[config.mk]
export PLATFORM = sky130hd
export DESIGN_NAME = json_string_array_parser
export DESIGN_NICKNAME = d
export VERILOG_FILES = /design/src/sv/jsap_pkg.sv /design/src/sv/jsap_step.sv /design/src/sv/jsap_out_fifo.sv /design/src/sv/json_string_array_parser.sv
export VERILOG_INCLUDE_DIRS = /design/src /design/src/sv
export SDC_FILE = /design/constraint.sdc
export NUM_CORES = 1
export LEC_CHECK = 0
export BUFFER_PORTS_ARGS = -buffer_cell sky130_fd_sc_hd__buf_4
export CORE_AREA = 4 4 103 105
export CTS_CLUSTER_DIAMETER = 100
export CTS_CLUSTER_SIZE = 14
export DETAILED_ROUTE_END_ITERATION = 8
export DIE_AREA = 0 0 107 109
export GPL_ROUTABILITY_DRIVEN = 0
export GPL_TIMING_DRIVEN = 0
export HOLD_SLACK_MARGIN = 0.08
export PLACE_DENSITY = 0.72
export SLEW_MARGIN = 20
export SYNTH_ARGS = -nofsm -noshare
export SYNTH_HDL_FRONTEND = slang
export SYNTH_SLANG_ARGS = --single-unit
export TNS_END_PERCENT = 50
[constraint.sdc]
create_clock -name clk_i -period 3.5 [get_ports clk_i]
set_clock_uncertainty 0.1 [all_clocks]
set_input_delay 0.175 -clock clk_i [delete_from_list [all_inputs] [get_ports clk_i]]
set_output_delay 0.175 -clock clk_i [all_outputs]
set_load 0.01 [all_outputs]
[src/sv/json_string_array_parser_macros.svh]
// Assertion macros shared by the parser modules.
`ifndef JSON_STRING_ARRAY_PARSER_MACROS_SVH
`define JSON_STRING_ARRAY_PARSER_MACROS_SVH

// Checked at every clock edge outside reset.
`define JSAP_ASSERT(lbl, prop, msg) \
  lbl: assert property (@(posedge clk_i) disable iff (!rst_ni) prop) else $error(msg);

// Checked at every clock edge, reset included.
`define JSAP_ASSERT_ALWAYS(lbl, prop, msg) \
  lbl: assert property (@(posedge clk_i) prop) else $error(msg);

`endif

[src/sv/jsap_pkg.sv]
// Types, limits and character codes of the string array parser.
package jsap_pkg;

  // Limits of the tag list
  localparam int unsigned MAX_TAGS    = 8;
  localparam int unsigned MAX_TAG_LEN = 16;

  localparam int unsigned TAG_CNT_W  = $clog2(MAX_TAGS + 1);
  localparam int unsigned CHAR_CNT_W = $clog2(MAX_TAG_LEN + 1);

  // Fixed widths of the result fields
  localparam int unsigned TAG_INDEX_W = 3;
  localparam int unsigned CHAR_POS_W  = 4;
  localparam int unsigned TAG_TOTAL_W = 4;

  // Output queue
  localparam int unsigned FIFO_DEPTH = 4;
  localparam int unsigned FIFO_PTR_W = $clog2(FIFO_DEPTH);
  localparam int unsigned FIFO_CNT_W = $clog2(FIFO_DEPTH + 1);

  // Character codes
  localparam logic [7:0] CH_NUL    = 8'h00;
  localparam logic [7:0] CH_TAB    = 8'h09;
  localparam logic [7:0] CH_LF     = 8'h0A;
  localparam logic [7:0] CH_CR     = 8'h0D;
  localparam logic [7:0] CH_SPACE  = 8'h20;
  localparam logic [7:0] CH_QUOTE  = 8'h22;
  localparam logic [7:0] CH_LBRACK = 8'h5B;
  localparam logic [7:0] CH_BSLASH = 8'h5C;
  localparam logic [7:0] CH_RBRACK = 8'h5D;

  typedef enum logic [2:0] {
    PH_SEEK,
    PH_OUTSIDE,
    PH_INSTR,
    PH_ESC,
    PH_DONE
  } jsap_phase_e;

  // Parser state
  typedef struct packed {
    jsap_phase_e             phase;
    logic [CHAR_CNT_W-1:0]   chars;
    logic [TAG_CNT_W-1:0]    tags;
  } jsap_state_t;

  // One result
  typedef struct packed {
    logic                    is_final;
    logic [7:0]              tag_char;
    logic [TAG_INDEX_W-1:0]  tag_index;
    logic [CHAR_POS_W-1:0]   char_pos;
    logic                    parse_ok;
    logic [TAG_TOTAL_W-1:0]  tag_total;
    logic                    last_of_run;
  } jsap_res_t;

  // Results of one byte, in order, handed to the output queue
  typedef struct packed {
    logic [1:0]              cnt;
    jsap_res_t               res0;
    jsap_res_t               res1;
  } jsap_push_t;

endpackage

[src/sv/jsap_step.sv]
// Per-byte parser decision: next state and the results a byte causes.
module jsap_step (
  input  jsap_pkg::jsap_state_t cur_i,
  input  logic [7:0]            ch_i,
  output jsap_pkg::jsap_state_t nxt_o,
  output jsap_pkg::jsap_push_t  push_o
);
  import jsap_pkg::*;

  // Room left in the current tag
  function automatic logic has_room(input logic [CHAR_CNT_W-1:0] chars);
    return chars < CHAR_CNT_W'(MAX_TAG_LEN);
  endfunction

  // Character count after one character, saturating
  function automatic logic [CHAR_CNT_W-1:0] bump(input logic [CHAR_CNT_W-1:0] chars);
    return has_room(chars) ? chars + CHAR_CNT_W'(1) : chars;
  endfunction

  // Tag count after closing a string
  function automatic logic [TAG_CNT_W-1:0] close_tags(input logic [CHAR_CNT_W-1:0] chars,
                                                      input logic [TAG_CNT_W-1:0]  tags);
    return (chars != '0 && tags < TAG_CNT_W'(MAX_TAGS)) ? tags + TAG_CNT_W'(1) : tags;
  endfunction

  logic                  is_nul;
  logic                  is_ws;
  logic                  list_open;
  logic                  chr_v;
  logic [7:0]            chr_c;
  logic                  fin_v;
  logic                  fin_ok;
  logic [TAG_CNT_W-1:0]  fin_total;
  jsap_res_t             chr_res;
  jsap_res_t             fin_res;

  assign is_nul    = (ch_i == CH_NUL);
  assign is_ws     = ch_i inside {CH_SPACE, CH_TAB, CH_LF, CH_CR};
  assign list_open = cur_i.tags < TAG_CNT_W'(MAX_TAGS);

  // Next state
  always_comb begin
    nxt_o = cur_i;
    if (is_nul) begin
      nxt_o.phase = PH_SEEK;
      nxt_o.chars = '0;
      nxt_o.tags  = '0;
    end else begin
      case (cur_i.phase)
        PH_SEEK: begin
          if (is_ws) begin
            nxt_o.phase = PH_SEEK;
          end else if (ch_i == CH_LBRACK) begin
            nxt_o.phase = PH_OUTSIDE;
          end else begin
            nxt_o.phase = PH_DONE;
          end
        end
        PH_OUTSIDE: begin
          if (ch_i == CH_RBRACK) begin
            nxt_o.phase = PH_DONE;
          end else if (ch_i == CH_QUOTE) begin
            nxt_o.chars = '0;
            nxt_o.phase = PH_INSTR;
          end
        end
        PH_INSTR: begin
          if (ch_i == CH_QUOTE) begin
            nxt_o.tags  = close_tags(cur_i.chars, cur_i.tags);
            nxt_o.chars = '0;
            nxt_o.phase = PH_OUTSIDE;
          end else if (ch_i == CH_BSLASH) begin
            nxt_o.phase = PH_ESC;
          end else begin
            nxt_o.chars = bump(cur_i.chars);
          end
        end
        PH_ESC: begin
          nxt_o.chars = bump(cur_i.chars);
          nxt_o.phase = PH_INSTR;
        end
        default: begin
          nxt_o = cur_i;
        end
      endcase
    end
  end

  // Results: an optional tag character, then an optional summary
  always_comb begin
    chr_v     = 1'b0;
    chr_c     = ch_i;
    fin_v     = 1'b0;
    fin_ok    = 1'b0;
    fin_total = '0;
    if (is_nul) begin
      case (cur_i.phase)
        PH_SEEK: begin
          fin_v = 1'b1;
        end
        PH_OUTSIDE: begin
          fin_v     = 1'b1;
          fin_ok    = 1'b1;
          fin_total = cur_i.tags;
        end
        PH_INSTR: begin
          fin_v     = 1'b1;
          fin_ok    = 1'b1;
          fin_total = close_tags(cur_i.chars, cur_i.tags);
        end
        PH_ESC: begin
          // the dangling backslash counts as a character
          chr_v     = has_room(cur_i.chars) && list_open;
          chr_c     = CH_BSLASH;
          fin_v     = 1'b1;
          fin_ok    = 1'b1;
          fin_total = close_tags(bump(cur_i.chars), cur_i.tags);
        end
        default: begin
          fin_v = 1'b0;
        end
      endcase
    end else begin
      case (cur_i.phase)
        PH_SEEK: begin
          fin_v = !is_ws && (ch_i != CH_LBRACK);
        end
        PH_OUTSIDE: begin
          fin_v     = (ch_i == CH_RBRACK);
          fin_ok    = 1'b1;
          fin_total = cur_i.tags;
        end
        PH_INSTR: begin
          chr_v = (ch_i != CH_QUOTE) && (ch_i != CH_BSLASH)
                  && has_room(cur_i.chars) && list_open;
        end
        PH_ESC: begin
          chr_v = has_room(cur_i.chars) && list_open;
        end
        default: begin
          chr_v = 1'b0;
        end
      endcase
    end

    chr_res             = '0;
    chr_res.tag_char    = chr_c;
    chr_res.tag_index   = TAG_INDEX_W'(cur_i.tags);
    chr_res.char_pos    = CHAR_POS_W'(cur_i.chars);
    chr_res.last_of_run = !fin_v;

    fin_res             = '0;
    fin_res.is_final    = 1'b1;
    fin_res.parse_ok    = fin_ok;
    fin_res.tag_total   = TAG_TOTAL_W'(fin_total);
    fin_res.last_of_run = 1'b1;

    push_o = '0;
    if (chr_v) begin
      push_o.res0 = chr_res;
      push_o.res1 = fin_res;
      push_o.cnt  = fin_v ? 2'd2 : 2'd1;
    end else begin
      push_o.res0 = fin_res;
      push_o.res1 = fin_res;
      push_o.cnt  = fin_v ? 2'd1 : 2'd0;
    end
  end

endmodule

[src/sv/jsap_out_fifo.sv]
// Output queue: takes up to two results per cycle, delivers one.
`include "json_string_array_parser_macros.svh"

module jsap_out_fifo (
  input  logic                 clk_i,
  input  logic                 rst_ni,
  input  jsap_pkg::jsap_push_t push_i,
  output logic                 room_o,
  output logic                 valid_o,
  input  logic                 ready_i,
  output jsap_pkg::jsap_res_t  res_o
);
  import jsap_pkg::*;

  jsap_res_t               mem_q [FIFO_DEPTH];
  logic [FIFO_PTR_W-1:0]   wr_ptr_q, wr_ptr_d;
  logic [FIFO_PTR_W-1:0]   rd_ptr_q, rd_ptr_d;
  logic [FIFO_CNT_W-1:0]   cnt_q, cnt_d;
  logic                    pop;
  logic [FIFO_PTR_W-1:0]   wr_ptr_nx;

  assign valid_o   = (cnt_q != '0);
  assign room_o    = cnt_q <= FIFO_CNT_W'(FIFO_DEPTH - 2);
  assign res_o     = mem_q[rd_ptr_q];
  assign pop       = valid_o && ready_i;
  assign wr_ptr_nx = wr_ptr_q + FIFO_PTR_W'(1);

  // Pointer and occupancy update
  always_comb begin
    wr_ptr_d = wr_ptr_q + FIFO_PTR_W'(push_i.cnt);
    rd_ptr_d = pop ? rd_ptr_q + FIFO_PTR_W'(1) : rd_ptr_q;
    cnt_d    = cnt_q + FIFO_CNT_W'(push_i.cnt) - FIFO_CNT_W'(pop);
  end

  always_ff @(posedge clk_i or negedge rst_ni) begin
    if (!rst_ni) begin
      wr_ptr_q <= '0;
      rd_ptr_q <= '0;
      cnt_q    <= '0;
    end else begin
      wr_ptr_q <= wr_ptr_d;
      rd_ptr_q <= rd_ptr_d;
      cnt_q    <= cnt_d;
    end
  end

  // Storage: first result at the write pointer, second right after it
  always_ff @(posedge clk_i) begin
    if (push_i.cnt != 2'd0) begin
      mem_q[wr_ptr_q] <= push_i.res0;
    end
    if (push_i.cnt == 2'd2) begin
      mem_q[wr_ptr_nx] <= push_i.res1;
    end
  end

  `JSAP_ASSERT_ALWAYS(a_rst_empty, !rst_ni |=> cnt_q == '0, "queue not empty after reset")
  `JSAP_ASSERT(a_occ_bound, cnt_q <= FIFO_CNT_W'(FIFO_DEPTH), "queue overfilled")
  `JSAP_ASSERT(a_idle_hold, (push_i.cnt == 2'd0 && !pop) |=> $stable(cnt_q),
               "occupancy moved without traffic")
  `JSAP_ASSERT(a_push_room, (push_i.cnt != 2'd0) |-> room_o, "push without room")

endmodule

[src/sv/json_string_array_parser.sv]
// Streaming parser for a bracketed list of quoted strings, one byte per request.
// Each accepted byte is decided in the cycle it is taken; the tag characters and
// summary it yields go into a four-entry output queue, so the block takes one
// byte every cycle while results are drained at the same pace. A byte yields at
// most two results (a zero byte after a dangling backslash); ready is low only
// while the output queue holds more than two results, i.e. when the consumer
// stalls. A zero byte ends the text and returns the parser to its start state.
`include "json_string_array_parser_macros.svh"

module json_string_array_parser (
  input  logic       clk_i,
  input  logic       rst_ni,
  input  logic       in_valid_i,
  output logic       in_ready_o,
  input  logic [7:0] ch_i,
  output logic       out_valid_o,
  input  logic       out_ready_i,
  output logic       is_final_o,
  output logic [7:0] tag_char_o,
  output logic [2:0] tag_index_o,
  output logic [3:0] char_pos_o,
  output logic       parse_ok_o,
  output logic [3:0] tag_total_o,
  output logic       last_of_run_o
);
  import jsap_pkg::*;

  jsap_state_t state_q, state_d;
  jsap_push_t  step_push;
  jsap_push_t  fifo_push;
  jsap_res_t   res;
  logic        room;
  logic        accept;

  assign in_ready_o = room;
  assign accept     = in_valid_i && room;

  // Per-byte decision
  jsap_step u_step (
    .cur_i  (state_q),
    .ch_i   (ch_i),
    .nxt_o  (state_d),
    .push_o (step_push)
  );

  // Only an accepted byte pushes results
  always_comb begin
    fifo_push = step_push;
    if (!accept) begin
      fifo_push.cnt = 2'd0;
    end
  end

  // Parser state
  always_ff @(posedge clk_i or negedge rst_ni) begin
    if (!rst_ni) begin
      state_q.phase <= PH_SEEK;
      state_q.chars <= '0;
      state_q.tags  <= '0;
    end else if (accept) begin
      state_q <= state_d;
    end
  end

  jsap_out_fifo u_out_fifo (
    .clk_i   (clk_i),
    .rst_ni  (rst_ni),
    .push_i  (fifo_push),
    .room_o  (room),
    .valid_o (out_valid_o),
    .ready_i (out_ready_i),
    .res_o   (res)
  );

  assign is_final_o    = res.is_final;
  assign tag_char_o    = res.tag_char;
  assign tag_index_o   = res.tag_index;
  assign char_pos_o    = res.char_pos;
  assign parse_ok_o    = res.parse_ok;
  assign tag_total_o   = res.tag_total;
  assign last_of_run_o = res.last_of_run;

  `JSAP_ASSERT(a_tags_bound, state_q.tags <= TAG_CNT_W'(MAX_TAGS), "tag count past limit")
  `JSAP_ASSERT(a_chars_bound, state_q.chars <= CHAR_CNT_W'(MAX_TAG_LEN),
               "char count past limit")
  `JSAP_ASSERT(a_nul_restart, (accept && ch_i == CH_NUL) |=> (state_q.phase == PH_SEEK
               && state_q.tags == '0 && state_q.chars == '0), "zero byte did not restart")

endmodule

* Yosys cells after proc, flatten, opt, wreduce, memory -nomap -nowiden
Memories as Yosys holds them, arrays and structs flattened.
Cells that the tools add are included.
** Operators by class
- Muxes and demuxes :: 38
- Reduce and logical (&&, ||, !) cells :: 27
- Magnitude comparators :: 3
- Add/subtract/negate cells :: 7
- Eq/ne operators :: 20
** Operator list (number)
- $mux W46 :: 1
- $mux W8 :: 4
- $eq A8 B4 Y1 const B :: 3
- $eq A8 B7 Y1 const B :: 3
- $mux W4 :: 6
- $eq A8 B6 Y1 const B :: 2
- $ne A8 B7 Y1 const B :: 2
- $mux W5 :: 3
- $pmux W5 S3 :: 1
- $reduce_bool A5 Y1 :: 3
- $mux W1 :: 12
- $mux W12 :: 1
- $mux W3 :: 4
- $pmux W3 S4 :: 1
- $pmux W4 S3 :: 1
- $logic_and A1 B1 Y1 :: 9
- $logic_not A8 Y1 :: 1
- $ne A4 B1 Y1 const B :: 2
- $ne A8 B6 Y1 const B :: 1
- $reduce_bool A4 Y1 :: 2
- $eq A3 B2 Y1 const B :: 2
- $reduce_bool A2 Y1 :: 3
- $add A5 B1 Y5 const B :: 1
- $lt A5 B5 Y1 const B :: 1
- 22 further kinds :: 26
** Word-level totals
- Output and inout port bits :: 24
- Word-level logic and storage cells :: 102
- Flip-flop bits (word level) :: 19
- Memories kept :: 1
- Input bits :: 12
- RAM bits :: 88
** Memories
- u_out_fifo.mem_q :: words 4, width 22, rd ports 1, clocked after Yosys merged registers in 0, wr ports 2, line jsap_out_fifo.sv:15 : jsap_res_t mem_q [FIFO_DEPTH];

* Depth between registers and ports, before layout
Gate-level depths: netlist of the first run.
- Depth in word-level cells :: 12
- Depth in mapped cells :: 15
- Mapped depth without buffers :: 12

* Modules after synthesis
A second synthesis of the first run with hierarchy kept.
** Unflattened totals
- Cell total of the unflattened synthesis :: 499
- Area, all modules :: 6566.3 um^2
** By module, submodules not included
- jsap_out_fifo :: cells an instance 253, times used 1, area each 4703.3 um^2, sequential area each 2817.7 um^2
- jsap_step :: cells an instance 218, times used 1, area each 1357.6 um^2, sequential area each 0.0 um^2
- json_string_array_parser :: cells an instance 28, times used 1, area each 505.5 um^2, sequential area each 300.3 um^2

* Least setup slack after synthesis of the first run
Ideal clock, no wire load.
- Kind :: input port to flip-flop
- Start point :: input ch_i[5]
- End point :: memory u_out_fifo.mem_q[2][1] (netlist name), enable pin
- Data required time :: 3.127 ns
- Buffers on the path :: 3
- Setup slack :: 0.404 ns
- Arrival :: 2.723 ns
- Stages on the path :: 11
- Setup time :: 0.273 ns
- Cells stage by stage :: buf_2 > nor2_1 > nand3_1 > a221oi_1 > ha_1 > clkbuf_1 > o21ba_2 > and2_0 > o21ai_1 > clkbuf_1 > inv_1
** RTL lines
- start, declared :: line json_string_array_parser.sv:15 : input logic [7:0] ch_i,
- end, declared :: line jsap_out_fifo.sv:15

==> impl_metrics.env, run 1 <==
export IMPL_cts_htree_levels=3
export IMPL_fp_coreArea_mm2=0.00964
export IMPL_grt_pass1_vias=4094
export IMPL_total_power_w=0.00534
export IMPL_synth_flop_cell="dfxtp_1"
export IMPL_path_clk_slew_ns=0.11
export IMPL_crit_path_max_incr_delay_ns=0.41
export IMPL_syn_area_per_cell_um2=10.3
export IMPL_dieWidth_um=107
export IMPL_status="completed"
export IMPL_max_freq_mhz=300
export IMPL_vias=4264
export IMPL_p_leak_nw=2.38
export IMPL_multi_input_area_mm2=0.00263
export IMPL_tightest_slew_ns=0.816
export IMPL_crit_fanout=10
export IMPL_grt_pass1_wl_um=21300
export IMPL_ir_worst_vdd_mv=0.393
export IMPL_seq_area_mm2=0.00244
export IMPL_area_growth_pct=13.6
export IMPL_hold_viol_final=0
export IMPL_vias_per_cell=6.14
export IMPL_clock_sink_count=107
export IMPL_end_kind="flip-flop"
export IMPL_synth_edf_count=20
export IMPL_hold_class="in -> async"
export IMPL_slew_viol_final=0
export IMPL_period_minus_slack_ns=3.34
export IMPL_port_buffers=35
export IMPL_die_area_mm2=0.0117
export IMPL_layout_commonest_cell="dfxtp_1"
export IMPL_r2r_slack_ns=0.18
export IMPL_grt_max_degree=20
export IMPL_detail_route_antenna_nets=0
export IMPL_powerDensity_mw_per_mm2=899
export IMPL_grt_overflow=0
export IMPL_pin_count=36
export IMPL_grt_use_total=0.237
export IMPL_critical_path_slowest_cell="ha_1"
export IMPL_drive_above_1_share=0.228
export IMPL_fillCellCount=839
export IMPL_cts_root_buf="clkbuf_8"
export IMPL_drt_iter0_drc=297
export IMPL_nNetsFinal=578
export IMPL_synth_area_mm2=0.00523
export IMPL_crit_type="in -> reg"
export IMPL_worstPathArrival_ns=3.34
export IMPL_synthesis_nets=528
export IMPL_cts_tree="built"
export IMPL_antenna_cells=0
export IMPL_final_cell_mix="dfxtp_1, nand2_1, o21ai_0"
export IMPL_die_height_um=109
export IMPL_worstPathRequired_ns=3.50
export IMPL_maxCapViolations=0
export IMPL_rows=36
export IMPL_async_reset_ff_frac=0.178
export IMPL_setup_viol=0
export IMPL_slew_headroom=0.456
export IMPL_start_util=0.543
export IMPL_antenna_found_initial=0
export IMPL_startpoint_type="primary input"
export IMPL_grt_setup_unrepaired="false"
export IMPL_timing_critical_path_mode_cell="buf_2"
export IMPL_clkLatencyLatePin_ns=0.37
export IMPL_ys_seq_area_frac=0.466
export IMPL_routedWlPerCell_um=19.2
export IMPL_totalWireLength_um=13300
export IMPL_ctsLongestPathBuffers=2
export IMPL_fin_util=0.616
export IMPL_cp_cell_sequence="buf_4 > buf_2 > nor2_1 > and3_1 > buf_2 > a21oi_1 > a221oi_2 > ha_1 > o21ba_2 > and2_0 > o21ai_4 > clkbuf_2 > inv_1"
export IMPL_yosys_warnings=0
export IMPL_cts_made_buffers=9
export IMPL_hpwl_um=9820
export IMPL_ys_types=79
export IMPL_syn_inst=507
export IMPL_min_period_over_period=0.954
export IMPL_synth_seq_cells=107
export IMPL_drc=0
export IMPL_firstDrtPassIters=5
-- metal layers --
metal | vias up | GRT usage | part of all wire
li1 | 1965 | - | -
met1 | 2085 | 0.303 | 0.42
met2 | 175 | 0.397 | 0.49
met3 | 39 | 0.0491 | 0.063
met4 | 0 | 0.0904 | 0.036
met5 | - | 0 | 0
-- cell type report --
| class | count | area share |
|---|---|---|
| multi-input combinational | 348 | 0.443 |
| sequential | 107 | 0.410 |
| timing repair buffer | 41 | 0.0539 |
| tap | 133 | 0.0280 |
| buffer | 29 | 0.0223 |
| clock buffer | 10 | 0.0215 |
| inverter | 21 | 0.0133 |
| clock inverter | 6 | 0.00821 |
-- Yosys cell counts (4+ instances only) --
cell	count	area share
o21ai_1	16	0.015
buf_2	12	0.011
or3_1	5	0.0060
dfrtp_1	19	0.091
and3_1	6	0.0072
xnor2_1	5	0.0084
a31oi_1	8	0.0096
inv_1	20	0.014
nand2b_1	4	0.0048
a22o_1	17	0.028
nor2_1	23	0.017
a21oi_1	23	0.022
nor2b_1	4	0.0048
or2_2	4	0.0048
nand2_1	60	0.043
edfxtp_1	20	0.11
ha_1	8	0.019
mux4_2	22	0.095
clkbuf_1	18	0.013
o21ai_0	42	0.040
nor3_1	8	0.0077
and2_1	7	0.0084
dfxtp_1	68	0.26
nand3_1	9	0.0086
-- metrics by stage --
| stage | cells | worst slack, ns | setup TNS (ns) | cell area (um2) | hold slack, ns |
|---|---|---|---|---|---|
| 6_report | 695 | 0.161 | 0 | 5940 | 0.0952 |
| 5_1_grt | 695 | 0.0411 | 0 | 5940 | 0.103 |
| 4_1_cts | 696 | 0.0336 | 0 | 5920 | 0.0803 |
| 3_5_place_dp | 675 | -0.788 | -31.04 | 5660 | -0.0346 |
| 3_3_place_gp | 675 | -0.746 | -26.05 | 5660 | -0.0354 |
| 2_1_floorplan | 507 | 0.404 | 0 | 5230 | -0.221 |
-- kinds of logic (layout without fill, tap and decap cells) --
kind of cell	Yosys count	after routing	synth area share
buffers and inverters	52	107	0.0402
AO/OA/AOI/OAI	146	146	0.190
AND/OR/NAND/NOR	158	158	0.163
adder cells (fa/ha/maj)	9	9	0.0230
multiplexers	27	27	0.105
XOR/XNOR	8	8	0.0134
flip-flops	107	107	0.466
-- state kept, by name, summed over array words and instances (netlist names) --
| name | flops |
|---|---|
| u_out_fifo.cnt_q | 3 |
| u_out_fifo.rd_ptr_q | 2 |
| u_out_fifo.wr_ptr_q | 2 |
| u_out_fifo.mem_q | 88 |
| state_q | 12 |
-- path summary, 6_finish.rpt --
kind                                    startpoint                      end  cells after the start
max                                        ch_i[5]   u_out_fifo.mem_q[2][3]                     13
min                                         rst_ni      u_out_fifo.cnt_q[0]                      2
max reg2reg                             state_q[3]   u_out_fifo.mem_q[2][3]                     10
min reg2reg                u_out_fifo.mem_q[1][16]  u_out_fifo.mem_q[1][16]                      2
max in group asynchronous                   rst_ni   u_out_fifo.rd_ptr_q[0]                      2
min in group clk_i                         ch_i[2]  u_out_fifo.mem_q[3][15]                      3
-- timing repair --
action                                  4_1_cts  5_1_grt
hold buffers                                  5        0
setup buffers                                 0        1
resized for setup                            13        7
endpoints found under the hold margin        29        0
endpoints found under the setup margin       50       73
-- power by group --
group	total, W	internal, W	switching (W)	leakage (nW)
registers	0.00201	0.00173	0.000281	0.971
clock network	0.000713	0.000268	0.000445	0.0892
logic	0.00262	0.00122	0.00140	1.32
-- critical path: cells and delay by family --
family                   cells  cell delay, ns
buffers and inverters        5            1.00
AO/OA/AOI/OAI                4            1.03
adder cells (fa/ha/maj)      1            0.41
AND/OR/NAND/NOR              3            0.71
Note: power is estimated with default switching activity, not from simulation.
==> run 2: changes to the inputs <==
MAX_ROUTING_LAYER = met4   (was default)
==> run 2 against run 1 <==
  * Die area unchanged
  * Combinational power about the same
  * Register-to-register slack is essentially flat
  * Clock power down 0.6%
  * Maximum frequency increased by 0.39%
  * Final area barely moved
  * Non-clock buffer count down 1
  * First-iteration DRC count grew 19%
  * Cell count shrank 0.14%
  * Worst setup slack improved by 0.013 ns
  * Via count is 0.68% lower
  * Critical path depth decreased by 2
  * Critical endpoint unchanged
  * Largest power group unchanged
  * Highest routed layer unchanged
==> impl_metrics.env, run 2 (same netlist as run 1, synthesis figures left out) <==
export IMPL_status="completed"
export IMPL_ir_worst_vdd_mv=0.390
export IMPL_grt_util_met3=0.0503
export IMPL_path_clk_slew_ns=0.10
export IMPL_die_area_mm2=0.0117
export IMPL_min_period_over_period=0.950
export IMPL_p_leak_nw=2.37
export IMPL_grt_pass1_vias=4085
export IMPL_antenna_found_initial=0
export IMPL_hpwl_um=9820
export IMPL_cts_root_buf="clkbuf_8"
export IMPL_crit_fanout=10
export IMPL_grt_util_met2=0.400
export IMPL_place_area_mm2=0.00566
export IMPL_crit_type="reg -> reg"
export IMPL_die_height_um=109
export IMPL_cts_tree="built"
export IMPL_clkLatencyLatePin_ns=0.37
export IMPL_cts_made_buffers=9
export IMPL_port_buffers=35
export IMPL_layout_commonest_cell="dfxtp_1"
export IMPL_vias=4235
export IMPL_reg_largest_list="u_out_fifo.mem_q x88, state_q x12, u_out_fifo.cnt_q x3"
export IMPL_ctsLongestPathBuffers=2
export IMPL_grt_overflow=0
export IMPL_hold_viol_final=0
export IMPL_drc=0
export IMPL_period_minus_slack_ns=3.33
export IMPL_slew_headroom=0.454
export IMPL_setup_tns_ns=0
export IMPL_grt_max_degree=20
export IMPL_tightest_slew_ns=0.819
export IMPL_cts_htree_levels=3
export IMPL_design_area_mm2=0.00594
export IMPL_grt_use_total=0.245
export IMPL_hold_class="in -> async"
export IMPL_setup_viol=0
export IMPL_top_register="u_out_fifo.mem_q"
export IMPL_maxCapViolations=0
export IMPL_worstPathRequired_ns=3.50
export IMPL_clock_sink_count=107
export IMPL_final_cell_mix="dfxtp_1, nand2_1, o21ai_0"
export IMPL_drive_above_1_share=0.228
export IMPL_nNetsFinal=577
export IMPL_dp_cells=675
export IMPL_routedWlPerCell_um=19.2
export IMPL_detail_route_antenna_nets=0
export IMPL_powerDensity_mw_per_mm2=898
export IMPL_grt_pass1_wl_um=21400
export IMPL_met1_usage=0.303
export IMPL_vias_per_cell=6.10
export IMPL_pin_count=36
export IMPL_antenna_cells=0
export IMPL_firstDrtPassIters=5
export IMPL_dieWidth_um=107
export IMPL_largest_register_ffs=88
export IMPL_max_freq_mhz=301
export IMPL_drt_iter0_drc=354
export IMPL_startpoint_type="flip-flop"
export IMPL_rows=36
export IMPL_area_growth_pct=13.5
export IMPL_busiest_layer="met2"
export IMPL_fp_coreArea_mm2=0.00964
export IMPL_end_kind="flip-flop"
export IMPL_start_util=0.543
export IMPL_slew_viol_final=0
export IMPL_worstPathArrival_ns=3.33
export IMPL_final_cell_count_no_fill=694
export IMPL_totalWireLength_um=13300
[run 2: final timing paths]
kind                                               from                       to  slack, ns  cells past startpoint
worst min register to register  u_out_fifo.mem_q[1][16]  u_out_fifo.mem_q[1][16]       0.35                      2
max in group asynchronous                        rst_ni   u_out_fifo.rd_ptr_q[0]       2.99                      2
worst max register to register              state_q[10]   u_out_fifo.mem_q[2][3]       0.17                     11
worst min-delay path                             rst_ni      u_out_fifo.cnt_q[0]        0.1                      2
min in group clk_i                              ch_i[2]  u_out_fifo.mem_q[3][15]       0.10                      3
worst max-delay path                        state_q[10]   u_out_fifo.mem_q[2][3]       0.17                     11
[run 2: cell type report]
class | count | area [um2]
fillers | 838 | 3700
multi-input cells | 348 | 2630
flip-flops and latches | 107 | 2440
repair buffers | 40 | 313
well taps | 133 | 166
plain buffers | 29 | 133
clock buffers | 10 | 128
inverters | 21 | 78.8
clock inverters | 6 | 48.8
[run 2: critical path, cell delays in order, from the launching register on]
cell,delay [ns]
dfrtp_1,0.39
buf_2,0.19
nand3b_2,0.21
nor3_2,0.08
a31oi_4,0.29
inv_2,0.10
ha_2,0.37
o21ba_2,0.27
and2_0,0.21
o21ai_4,0.31
clkbuf_2,0.34
inv_1,0.19
[run 2: layer usage]
metal  wire [um]  up-vias
met2        6500      197
met4         448        0
met5           0        -
li1            -     1962
met3         921       44
met1        5420     2032
[run 2: per-stage QoR]
stage / worst slack, ns / hold WS, ns / util / power (W)
after global routing: -0.00980 / 0.0991 / 0.616 / 0.00567
after global placement: -0.746 / -0.0354 / 0.587 / 0.00448
final: 0.174 / 0.0958 / 0.616 / 0.00533
after floorplan: 0.404 / -0.221 / - / 0.00373
after CTS: 0.0336 / 0.0803 / 0.615 / 0.00530
after detailed placement: -0.788 / -0.0346 / 0.587 / 0.00458
[run 2: report_power, final]
part / leakage [nW] / total [W] / internal (W) / switching (W)
clock network: 0.0892 / 0.000709 / 0.000268 / 0.000441
registers: 0.971 / 0.00201 / 0.00173 / 0.000282
logic: 1.31 / 0.00261 / 0.00121 / 0.00140
total: 2.37 / 0.00533 / 0.00321 / 0.00212
[run 2: what timing repair did]
| item | in CTS | in global routing |
|---|---|---|
| setup endpoints to repair | 50 | 75 |
| buffers inserted | 0 | 0 |
| pin swaps | 0 | 0 |
| hold endpoints to repair | 29 | 0 |
| gates resized for setup | 13 | 7 |
| hold buffers | 5 | 0 |
